==> config.mk <==
export PLATFORM = sky130hd
export DESIGN_NAME = round_robin_job_scheduler_top
export DESIGN_NICKNAME = d
export VERILOG_FILES = /design/src/hw/rtl/rrjs_pkg.sv /design/src/hw/rtl/rrjs_wait_fifo.sv /design/src/hw/rtl/rrjs_done_stack.sv /design/src/hw/rtl/rrjs_ready_ring.sv /design/src/hw/rtl/round_robin_job_scheduler_top.sv
export SDC_FILE = /design/constraint.sdc
export NUM_CORES = 2
export LEC_CHECK = 0
export BUFFER_PORTS_ARGS = -buffer_cell sky130_fd_sc_hd__buf_2
export CAP_MARGIN = 15
export CELL_PAD_IN_SITES_DETAIL_PLACEMENT = 1
export CELL_PAD_IN_SITES_GLOBAL_PLACEMENT = 1
export CORE_MARGIN = 2
export CORE_UTILIZATION = 50
export DETAILED_ROUTE_END_ITERATION = 10
export HOLD_SLACK_MARGIN = 0.02
export PLACE_DENSITY_LB_ADDON = 0.1
export SLEW_MARGIN = 20
export SYNTH_ARGS = -nofsm -noshare
export SYNTH_HDL_FRONTEND = slang
export SYNTH_SLANG_ARGS = --single-unit
export TNS_END_PERCENT = 50
==> constraint.sdc <==
create_clock -name clk -period 7.1 [get_ports clk]
set_input_delay 1.065 -clock clk [delete_from_list [all_inputs] [get_ports clk]]
set_output_delay 1.065 -clock clk [all_outputs]
set_load 0.02 [all_outputs]
==> src/hw/rtl/rrjs_pkg.sv <==
package rrjs_pkg;

    // Command codes; a result reports the command code as its kind.
    localparam logic [1:0] CMD_LOAD = 2'd0;
    localparam logic [1:0] CMD_PROC = 2'd1;
    localparam logic [1:0] CMD_UNLD = 2'd2;

    // Outcome of one process step in the ready ring.
    typedef struct packed {
        logic retire;
        logic admit;
        logic idle;
    } ring_status_t;

endpackage

==> src/hw/rtl/rrjs_wait_fifo.sv <==
module rrjs_wait_fifo
    import rrjs_pkg::*;
#(
    parameter int DEPTH   = 16,
    parameter int ID_W    = 16,
    parameter int TIME_W  = 16
)
(
    input  logic              clk,
    input  logic              rst_n,
    input  logic              push,
    input  logic [ID_W-1:0]   push_id,
    input  logic [TIME_W-1:0] push_time,
    input  logic              pop,
    output logic              full,
    output logic              not_empty,
    output logic [ID_W-1:0]   head_id,
    output logic [TIME_W-1:0] head_time
);

    localparam int AW = (DEPTH > 1) ? $clog2(DEPTH) : 1;
    localparam int CW = $clog2(DEPTH + 1);

    logic [ID_W-1:0]   id_mem   [DEPTH];
    logic [TIME_W-1:0] time_mem [DEPTH];
    logic [AW-1:0]     rd_ptr_reg;
    logic [AW-1:0]     rd_ptr_next;
    logic [CW-1:0]     count_reg;
    logic [CW-1:0]     count_next;
    logic [AW-1:0]     wr_slot;

    function automatic logic [AW-1:0] wrap_add(input logic [AW-1:0] base,
                                               input logic [CW-1:0] off);
        logic [CW:0] sum;
        sum = (CW+1)'(base) + (CW+1)'(off);
        if (sum >= (CW+1)'(DEPTH))
        begin
            sum = sum - (CW+1)'(DEPTH);
        end
        return sum[AW-1:0];
    endfunction

    assign full      = (count_reg == CW'(DEPTH));
    assign not_empty = (count_reg != '0);
    assign wr_slot   = wrap_add(rd_ptr_reg, count_reg);
    assign head_id   = id_mem[rd_ptr_reg];
    assign head_time = time_mem[rd_ptr_reg];

    always_comb
    begin
        rd_ptr_next = rd_ptr_reg;
        count_next  = count_reg;
        if (push && !full)
        begin
            count_next = count_reg + CW'(1);
        end
        else if (pop && not_empty)
        begin
            rd_ptr_next = wrap_add(rd_ptr_reg, CW'(1));
            count_next  = count_reg - CW'(1);
        end
    end

    always_ff @(posedge clk or negedge rst_n)
    begin
        if (!rst_n)
        begin
            rd_ptr_reg <= '0;
            count_reg  <= '0;
        end
        else
        begin
            rd_ptr_reg <= rd_ptr_next;
            count_reg  <= count_next;
        end
    end

    always_ff @(posedge clk)
    begin
        if (push && !full)
        begin
            id_mem[wr_slot]   <= push_id;
            time_mem[wr_slot] <= push_time;
        end
    end

endmodule

==> src/hw/rtl/rrjs_done_stack.sv <==
module rrjs_done_stack
    import rrjs_pkg::*;
#(
    parameter int DEPTH = 16,
    parameter int ID_W  = 16
)
(
    input  logic            clk,
    input  logic            rst_n,
    input  logic            push,
    input  logic [ID_W-1:0] push_id,
    input  logic            pop,
    output logic            full,
    output logic            empty,
    output logic [ID_W-1:0] top_id
);

    localparam int AW = (DEPTH > 1) ? $clog2(DEPTH) : 1;
    localparam int CW = $clog2(DEPTH + 1);

    logic [ID_W-1:0] id_mem [DEPTH];
    logic [CW-1:0]   count_reg;
    logic [CW-1:0]   count_next;
    logic [CW-1:0]   top_idx;

    assign full    = (count_reg == CW'(DEPTH));
    assign empty   = (count_reg == '0);
    assign top_idx = count_reg - CW'(1);
    assign top_id  = id_mem[top_idx[AW-1:0]];

    always_comb
    begin
        count_next = count_reg;
        if (push && !full)
        begin
            count_next = count_reg + CW'(1);
        end
        else if (pop && !empty)
        begin
            count_next = count_reg - CW'(1);
        end
    end

    always_ff @(posedge clk or negedge rst_n)
    begin
        if (!rst_n)
        begin
            count_reg <= '0;
        end
        else
        begin
            count_reg <= count_next;
        end
    end

    always_ff @(posedge clk)
    begin
        if (push && !full)
        begin
            id_mem[count_reg[AW-1:0]] <= push_id;
        end
    end

endmodule

==> src/hw/rtl/rrjs_ready_ring.sv <==
module rrjs_ready_ring
    import rrjs_pkg::*;
#(
    parameter int DEPTH  = 16,
    parameter int ID_W   = 16,
    parameter int TIME_W = 16
)
(
    input  logic              clk,
    input  logic              rst_n,
    input  logic              proc,
    input  logic [15:0]       quantum,
    input  logic              wait_valid,
    input  logic [ID_W-1:0]   wait_id,
    input  logic [TIME_W-1:0] wait_time,
    input  logic              stack_full,
    output ring_status_t      status,
    output logic [ID_W-1:0]   tail_id,
    output logic [ID_W-1:0]   run_id,
    output logic [TIME_W-1:0] run_time
);

    localparam int AW   = (DEPTH > 1) ? $clog2(DEPTH) : 1;
    localparam int CW   = $clog2(DEPTH + 1);
    localparam int CMPW = TIME_W + 16;

    logic [ID_W-1:0]   id_mem   [DEPTH];
    logic [TIME_W-1:0] time_mem [DEPTH];
    logic [AW-1:0]     head_reg;
    logic [CW-1:0]     count_reg;
    // Copy of the entry at the tail, which is always the job rotated last.
    logic [ID_W-1:0]   tail_id_reg;
    logic [TIME_W-1:0] tail_time_reg;

    logic [CW-1:0]     count_1;
    logic [CW-1:0]     count_2;
    logic [ID_W-1:0]   head_id;
    logic [TIME_W-1:0] head_time;
    logic [CMPW-1:0]   head_x;
    logic [CMPW-1:0]   quantum_x;
    logic [CMPW-1:0]   diff;
    logic [AW-1:0]     admit_slot;
    logic [AW-1:0]     rotate_slot;

    function automatic logic [AW-1:0] wrap_add(input logic [AW-1:0] base,
                                               input logic [CW-1:0] off);
        logic [CW:0] sum;
        sum = (CW+1)'(base) + (CW+1)'(off);
        if (sum >= (CW+1)'(DEPTH))
        begin
            sum = sum - (CW+1)'(DEPTH);
        end
        return sum[AW-1:0];
    endfunction

    always_comb
    begin
        status.retire = proc && (count_reg != '0) && (tail_time_reg == '0) && !stack_full;
        count_1       = count_reg - CW'(status.retire);
        status.admit  = proc && wait_valid && (count_1 != CW'(DEPTH));
        count_2       = count_1 + CW'(status.admit);
        status.idle   = (count_2 == '0);
    end

    // With nothing left in the ring, the head is the job just admitted.
    assign head_id   = (count_1 == '0) ? wait_id   : id_mem[head_reg];
    assign head_time = (count_1 == '0) ? wait_time : time_mem[head_reg];

    assign head_x    = CMPW'(head_time);
    assign quantum_x = CMPW'(quantum);
    assign diff      = head_x - quantum_x;

    assign run_id      = head_id;
    assign run_time    = (head_x <= quantum_x) ? '0 : diff[TIME_W-1:0];
    assign tail_id     = tail_id_reg;
    assign admit_slot  = wrap_add(head_reg, count_1);
    assign rotate_slot = wrap_add(head_reg, count_2);

    always_ff @(posedge clk or negedge rst_n)
    begin
        if (!rst_n)
        begin
            head_reg  <= '0;
            count_reg <= '0;
        end
        else if (proc)
        begin
            count_reg <= count_2;
            if (!status.idle)
            begin
                head_reg <= wrap_add(head_reg, CW'(1));
            end
        end
    end

    always_ff @(posedge clk)
    begin
        if (proc && !status.idle)
        begin
            if (status.admit)
            begin
                id_mem[admit_slot]   <= wait_id;
                time_mem[admit_slot] <= wait_time;
            end
            id_mem[rotate_slot]   <= run_id;
            time_mem[rotate_slot] <= run_time;
            tail_id_reg           <= run_id;
            tail_time_reg         <= run_time;
        end
    end

endmodule

==> src/hw/rtl/round_robin_job_scheduler_top.sv <==
// Channel   Signals                                   Direction  Handshake
// --------  ----------------------------------------  ---------  ----------------------------
// request   start, busy, cmd, job_id, job_time        in         taken when start && !busy
// result    result_strobe, result_kind, load_rejected, out       one-cycle strobe, no stall
//           ring_idle, report_id, remaining_time,
//           stack_empty
// config    cfg_we, cfg_wdata (time quantum)          in         written when cfg_we is high
//
// A request is registered on the edge that takes it, worked through the FIFO, ring and
// stack logic in the next cycle, and its result strobes in the cycle after that: one request
// per cycle, so busy never rises. The rate is set by the single combinational pass from
// the request register into the result register. Reset clears the counts and pointers
// and sets the quantum to one; store contents are not cleared.
// The receiver cannot stall, so nothing back-pressures the request side.
module round_robin_job_scheduler_top
    import rrjs_pkg::*;
#(
    parameter int WAIT_DEPTH  = 16,
    parameter int RING_DEPTH  = 16,
    parameter int STACK_DEPTH = 16,
    parameter int ID_WIDTH    = 16,
    parameter int TIME_WIDTH  = 16
)
(
    input  logic        clk,
    input  logic        rst_n,
    input  logic        start,
    output logic        busy,
    input  logic [1:0]  cmd,
    input  logic [15:0] job_id,
    input  logic [15:0] job_time,
    input  logic        cfg_we,
    input  logic [15:0] cfg_wdata,
    output logic        result_strobe,
    output logic [1:0]  result_kind,
    output logic        load_rejected,
    output logic        ring_idle,
    output logic [15:0] report_id,
    output logic [15:0] remaining_time,
    output logic        stack_empty
);

    // Request register.
    logic                  req_valid_reg;
    logic [1:0]            cmd_reg;
    logic [ID_WIDTH-1:0]   id_reg;
    logic [TIME_WIDTH-1:0] time_reg;
    logic [15:0]           quantum_reg;

    // Result register.
    logic                  strobe_reg;
    logic [1:0]            kind_reg;
    logic                  rejected_reg;
    logic                  idle_reg;
    logic [ID_WIDTH-1:0]   report_id_reg;
    logic [ID_WIDTH-1:0]   report_id_next;
    logic [TIME_WIDTH-1:0] remaining_reg;
    logic [TIME_WIDTH-1:0] remaining_next;
    logic                  empty_reg;

    // The request fields are kept in their low bits, or zero extended for wider stores.
    logic [ID_WIDTH+15:0]   id_ext;
    logic [TIME_WIDTH+15:0] time_ext;
    logic [ID_WIDTH+15:0]   id_out_ext;
    logic [TIME_WIDTH+15:0] time_out_ext;

    logic is_load;
    logic is_proc;
    logic is_unld;

    logic                  fifo_full;
    logic                  fifo_not_empty;
    logic [ID_WIDTH-1:0]   fifo_id;
    logic [TIME_WIDTH-1:0] fifo_time;
    logic                  stk_full;
    logic                  stk_empty;
    logic [ID_WIDTH-1:0]   stk_top;
    ring_status_t          ring_status;
    logic [ID_WIDTH-1:0]   ring_tail_id;
    logic [ID_WIDTH-1:0]   ring_run_id;
    logic [TIME_WIDTH-1:0] ring_run_time;

    assign busy     = 1'b0;
    assign id_ext   = {(ID_WIDTH)'(0), job_id};
    assign time_ext = {(TIME_WIDTH)'(0), job_time};

    always_ff @(posedge clk or negedge rst_n)
    begin
        if (!rst_n)
        begin
            req_valid_reg <= 1'b0;
            strobe_reg    <= 1'b0;
            quantum_reg   <= 16'd1;
        end
        else
        begin
            req_valid_reg <= start && !busy;
            strobe_reg    <= req_valid_reg;
            if (cfg_we)
            begin
                quantum_reg <= cfg_wdata;
            end
        end
    end

    always_ff @(posedge clk)
    begin
        if (start && !busy)
        begin
            cmd_reg  <= cmd;
            id_reg   <= id_ext[ID_WIDTH-1:0];
            time_reg <= time_ext[TIME_WIDTH-1:0];
        end
    end

    assign is_load = req_valid_reg && (cmd_reg == CMD_LOAD);
    assign is_proc = req_valid_reg && (cmd_reg == CMD_PROC);
    assign is_unld = req_valid_reg && (cmd_reg == CMD_UNLD);

    rrjs_wait_fifo #(
        .DEPTH  (WAIT_DEPTH),
        .ID_W   (ID_WIDTH),
        .TIME_W (TIME_WIDTH)
    ) u_wait_fifo (
        .clk       (clk),
        .rst_n     (rst_n),
        .push      (is_load),
        .push_id   (id_reg),
        .push_time (time_reg),
        .pop       (ring_status.admit),
        .full      (fifo_full),
        .not_empty (fifo_not_empty),
        .head_id   (fifo_id),
        .head_time (fifo_time)
    );

    rrjs_ready_ring #(
        .DEPTH  (RING_DEPTH),
        .ID_W   (ID_WIDTH),
        .TIME_W (TIME_WIDTH)
    ) u_ready_ring (
        .clk        (clk),
        .rst_n      (rst_n),
        .proc       (is_proc),
        .quantum    (quantum_reg),
        .wait_valid (fifo_not_empty),
        .wait_id    (fifo_id),
        .wait_time  (fifo_time),
        .stack_full (stk_full),
        .status     (ring_status),
        .tail_id    (ring_tail_id),
        .run_id     (ring_run_id),
        .run_time   (ring_run_time)
    );

    rrjs_done_stack #(
        .DEPTH (STACK_DEPTH),
        .ID_W  (ID_WIDTH)
    ) u_done_stack (
        .clk     (clk),
        .rst_n   (rst_n),
        .push    (ring_status.retire),
        .push_id (ring_tail_id),
        .pop     (is_unld),
        .full    (stk_full),
        .empty   (stk_empty),
        .top_id  (stk_top)
    );

    // Fields that a result kind does not use are driven to zero.
    always_comb
    begin
        report_id_next = '0;
        remaining_next = '0;
        if (is_proc && !ring_status.idle)
        begin
            report_id_next = ring_run_id;
            remaining_next = ring_run_time;
        end
        else if (is_unld && !stk_empty)
        begin
            report_id_next = stk_top;
        end
    end

    always_ff @(posedge clk)
    begin
        if (req_valid_reg)
        begin
            kind_reg      <= cmd_reg;
            rejected_reg  <= is_load && fifo_full;
            idle_reg      <= is_proc && ring_status.idle;
            report_id_reg <= report_id_next;
            remaining_reg <= remaining_next;
            empty_reg     <= is_unld && stk_empty;
        end
    end

    assign id_out_ext   = {16'd0, report_id_reg};
    assign time_out_ext = {16'd0, remaining_reg};

    assign result_strobe  = strobe_reg;
    assign result_kind    = kind_reg;
    assign load_rejected  = rejected_reg;
    assign ring_idle      = idle_reg;
    assign report_id      = id_out_ext[15:0];
    assign remaining_time = time_out_ext[15:0];
    assign stack_empty    = empty_reg;

endmodule

==> summary.md <==
| Metric | Value |
|---|---|
| Area contributors post-synth | edfxtp_1 67%, mux4_2 11%, mux2i_1 9.2% |
| Setup TNS | 0 ps |
| CTS tree | built |
| Die height | 356.0 µm |
| Power Dens Cells | 476.0 mW/mm² |
| Reg2reg end | u_ready_ring.time_mem[0][0]$_DFFE_PP_ |
| Ys async rst share | under 10% |
| H-Tree Level Count | 4 |
| CTS Buf Count | 150 |
| Min-delay worst type | in2async |
| Largest net degree at the start of global routing | 68 |
| Tightest Pin Transition | around 1100 ps |
| Unrepaired setup endpoints after global routing | no |
| Gr usage total | 27.40% |
| Final setup margin | 330.7 ps |
| Peak Freq | 0.1477 GHz |
| Setup crit end kind | flop |
| Row cnt | 129 |
| Critical Path, Cell by Cell | nor4_1, nand3_1, a311oi_1, ha_1, ha_1, nand2b_1, nor2_1, xnor2_1, o21a_1, ha_1, ha_1, xnor2_1, ha_1, a21oi_1, xnor2_1, xor2_2, and3_2, buf_4, mux2_2 |
| Seq/Total Area, Yosys | 68.69% |
| Syn avg cell area | roughly 18 µm² |
| Number of synthesis warnings | 0 |
| Max Transition Viols Final | 0 |
| Most Frequent Cell on Critical Path | ha_1 |
| ANT cells | 0 |
| Max Cap Viol | 0 |
| Met3 usage in global routing | approximately 4.7% |
| Reg clk slew, reported paths | roughly 60 ps |
| Initial antenna violation count | 3 |
| CP top delay family | simple AND/OR/NAND/NOR gates |
| Required time of the critical path | ~7600 ps |
| Clock Latency Late Sink | 810 ps |
| Multi-input logic area | ~0.018 mm² |
| CP Depth | 19 |
| Port Buf Inserts | between 90 and 100 |
| CP Buf/Inv Count | 1 |
| RR Startpoint | u_ready_ring.tail_time_reg[7]$_DFFE_PP_ |
| First-pass GRT wire length | roughly 250 mm |
| Cts hold-fix bufs | 0 |
| Post-DP Area | 0.06511 mm² |
| Number of flops mapped to enable cells by yosys | 1383 |
| Global placer's final weighted congestion | 0.8201 |
| Via count | 33234 |
| Status | completed |
| Pwr Total | about 33 mW |
| Period minus WS final | a little under 7000 ps |
| Initial DRC count | 3512 |
| DP HPWL | ~100 mm |
| Pre-antenna DRT Iters | 5 |
| Num ports | 93 |
| Final setup fails | 0 |
| Syn nets | between 3000 and 4000 |
| FF+latch count, synth | around 1400 |
| DRT Wirelength | roughly 170 mm |
| Nets | 3633 |
| Clock sink total | around 1400 |
| Vias/cell | 6.280 |
| DIE AREA | 0.1267 mm² |
| Post-CTS sizing | 0 |
| CP Data Arrival Time | 7300 ps |
| Met1 GRT Util | a little under two fifths |
| Synth Flop Type | edfxtp_1 |
| R2R setup slack | around 330 ps |
| Finished Cell Area | roughly 0.07 mm² |
| Busiest layer in global routing | met2 |
| Synth-to-Final Area Change | 12.99% |
| Worst Path Max Fanout | 32 |
| Starting density of the core | about half |
| Pleak | 23.86 nW |
| Yosys top cell by area | edfxtp_1 |
| Clock skew | 46.25 ps |
| Core ar. | 0.1233 mm² |
| Maximum clock path buffer count | 3 |
| CTS root buffer | clkbuf_16 |
| Slew headroom | 24.96% |
| Share of layout cells above drive strength 1 | 26.32% |
| Commonest non-fill, non-tap cell in the layout | edfxtp_1 |
| Mapped Cells | 3382 |
| Filler cells | 10831 |
| Crit path max-delay cell type | nor4_1 |
| Global-route met2 utilization | 45.06% |
| Crit path largest cell delay | 720 ps |
| Tcrit/Tclk final | 95.34% |
| Routed WL per cell | 32.39 µm |
| Die X-Extent | 356.0 µm |
| Setup Buffers After CTS | 0 |
| Total grt overflow | 0 |
| VDD IR max | about 0.00045 V |
| Synth top area share | around 67% |
| Netlist cell types | 74 |
| Drc violations | 0 |
| Commonest non-fill, non-tap cells in the layout | 1383 x edfxtp_1, 571 x mux2i_1, 310 x mux4_2 |
| DP Worst Slack | 457.9 ps |
| ANT nets after route | 0 |
| Reg area | 0.04259 mm² |
| Startpoint class of the critical path | flop |
| WS Path Type | reg2reg |
| Vias in the first global route | 35743 |
| Synthesized cell area | 0.06195 mm² |
| Final Hold Vio Count | 0 |
| Worst reg-to-reg path cell count | 19 |
==> where the power goes <==
part	internal [mW]	total, mW	switching [mW]
combinational	5.19	14.1	8.95
clock	4.43	7.80	3.37
sequential	10.8	11.4	0.591
==> synth_stat cells, drive strengths merged, types with 3 or more instances <==
cell type / number
mux2i: 571
nand2: 109
a221oi: 31
and2: 9
inv: 68
nor3: 8
dfrtp: 40
o221ai: 4
mux4: 310
nor2: 84
o22ai: 21
nand3: 14
xnor2: 29
o21a: 18
a21o: 13
o31ai: 12
nand3b: 4
mux2: 86
and3: 11
nor4: 11
a21oi: 61
nor3b: 4
clkbuf: 129
buf: 124
nand2b: 9
xor2: 14
a31o: 7
nand4: 11
fa: 5
ha: 39
nor2b: 4
o21ai: 99
a22oi: 3
edfxtp: 1383
or2: 6
==> area by class of cell <==
| class | instances | share of cell area, % |
|---|---|---|
| Sequential cell | 1424 | 60.84 |
| Multi-Input combinational cell | 1637 | 26.28 |
| Clock buffer | 181 | 5.618 |
| Tap cell | 1637 | 2.926 |
| Timing Repair Buffer | 254 | 2.613 |
| Clock inverter | 91 | 1.360 |
| Inverter | 68 | 0.3646 |
==> through the flow <==
stage          hold WS [ps]  cells  util, %
2_1_floorplan         454.7   3382        -
3_3_place_gp          514.6   5020    52.80
3_5_place_dp          535.0   5020    52.80
4_1_cts               373.4   5292    56.76
5_1_grt               396.6   5292    56.77
6_report              417.6   5292    56.77
==> kinds of logic after synthesis <==
kind of cell | after synthesis | synth area share, %
flip-flops | 1424 | 68.69
multiplexers | 967 | 22.06
buffers and inverters | 321 | 2.256
AND/OR/NAND/NOR | 293 | 2.304
AO/OA/AOI/OAI | 289 | 3.048
adder cells (fa/ha/maj) | 44 | 0.9492
XOR/XNOR | 43 | 0.6867
other | 1 | 0.006053
==> worst max-delay path by stage <==
| stage | start | to |
|---|---|---|
| detailed placement | u_ready_ring.tail_time_reg[4]$_DFFE_PP_ | u_ready_ring.time_mem[0][0]$_DFFE_PP_ |
| CTS | u_ready_ring.tail_time_reg[7]$_DFFE_PP_ | u_ready_ring.time_mem[0][0]$_DFFE_PP_ |
| global placement | u_ready_ring.tail_time_reg[4]$_DFFE_PP_ | u_ready_ring.time_mem[0][0]$_DFFE_PP_ |
| finish | u_ready_ring.tail_time_reg[7]$_DFFE_PP_ | u_ready_ring.time_mem[0][0]$_DFFE_PP_ |
| floorplan | u_done_stack.count_reg[0]$_DFFE_PN0P_ | u_ready_ring.id_mem[2][0]$_DFFE_PP_ |
| global route | u_ready_ring.tail_time_reg[7]$_DFFE_PP_ | u_ready_ring.time_mem[0][1]$_DFFE_PP_ |
==> per-layer routing <==
metal  up-vias  wire (µm)
met3       280      10710
met1     17833      71740
met2      1207      84260
met5         -         63
li1      13910          -
met4         4       4665
(Power assumes the default switching activity.)
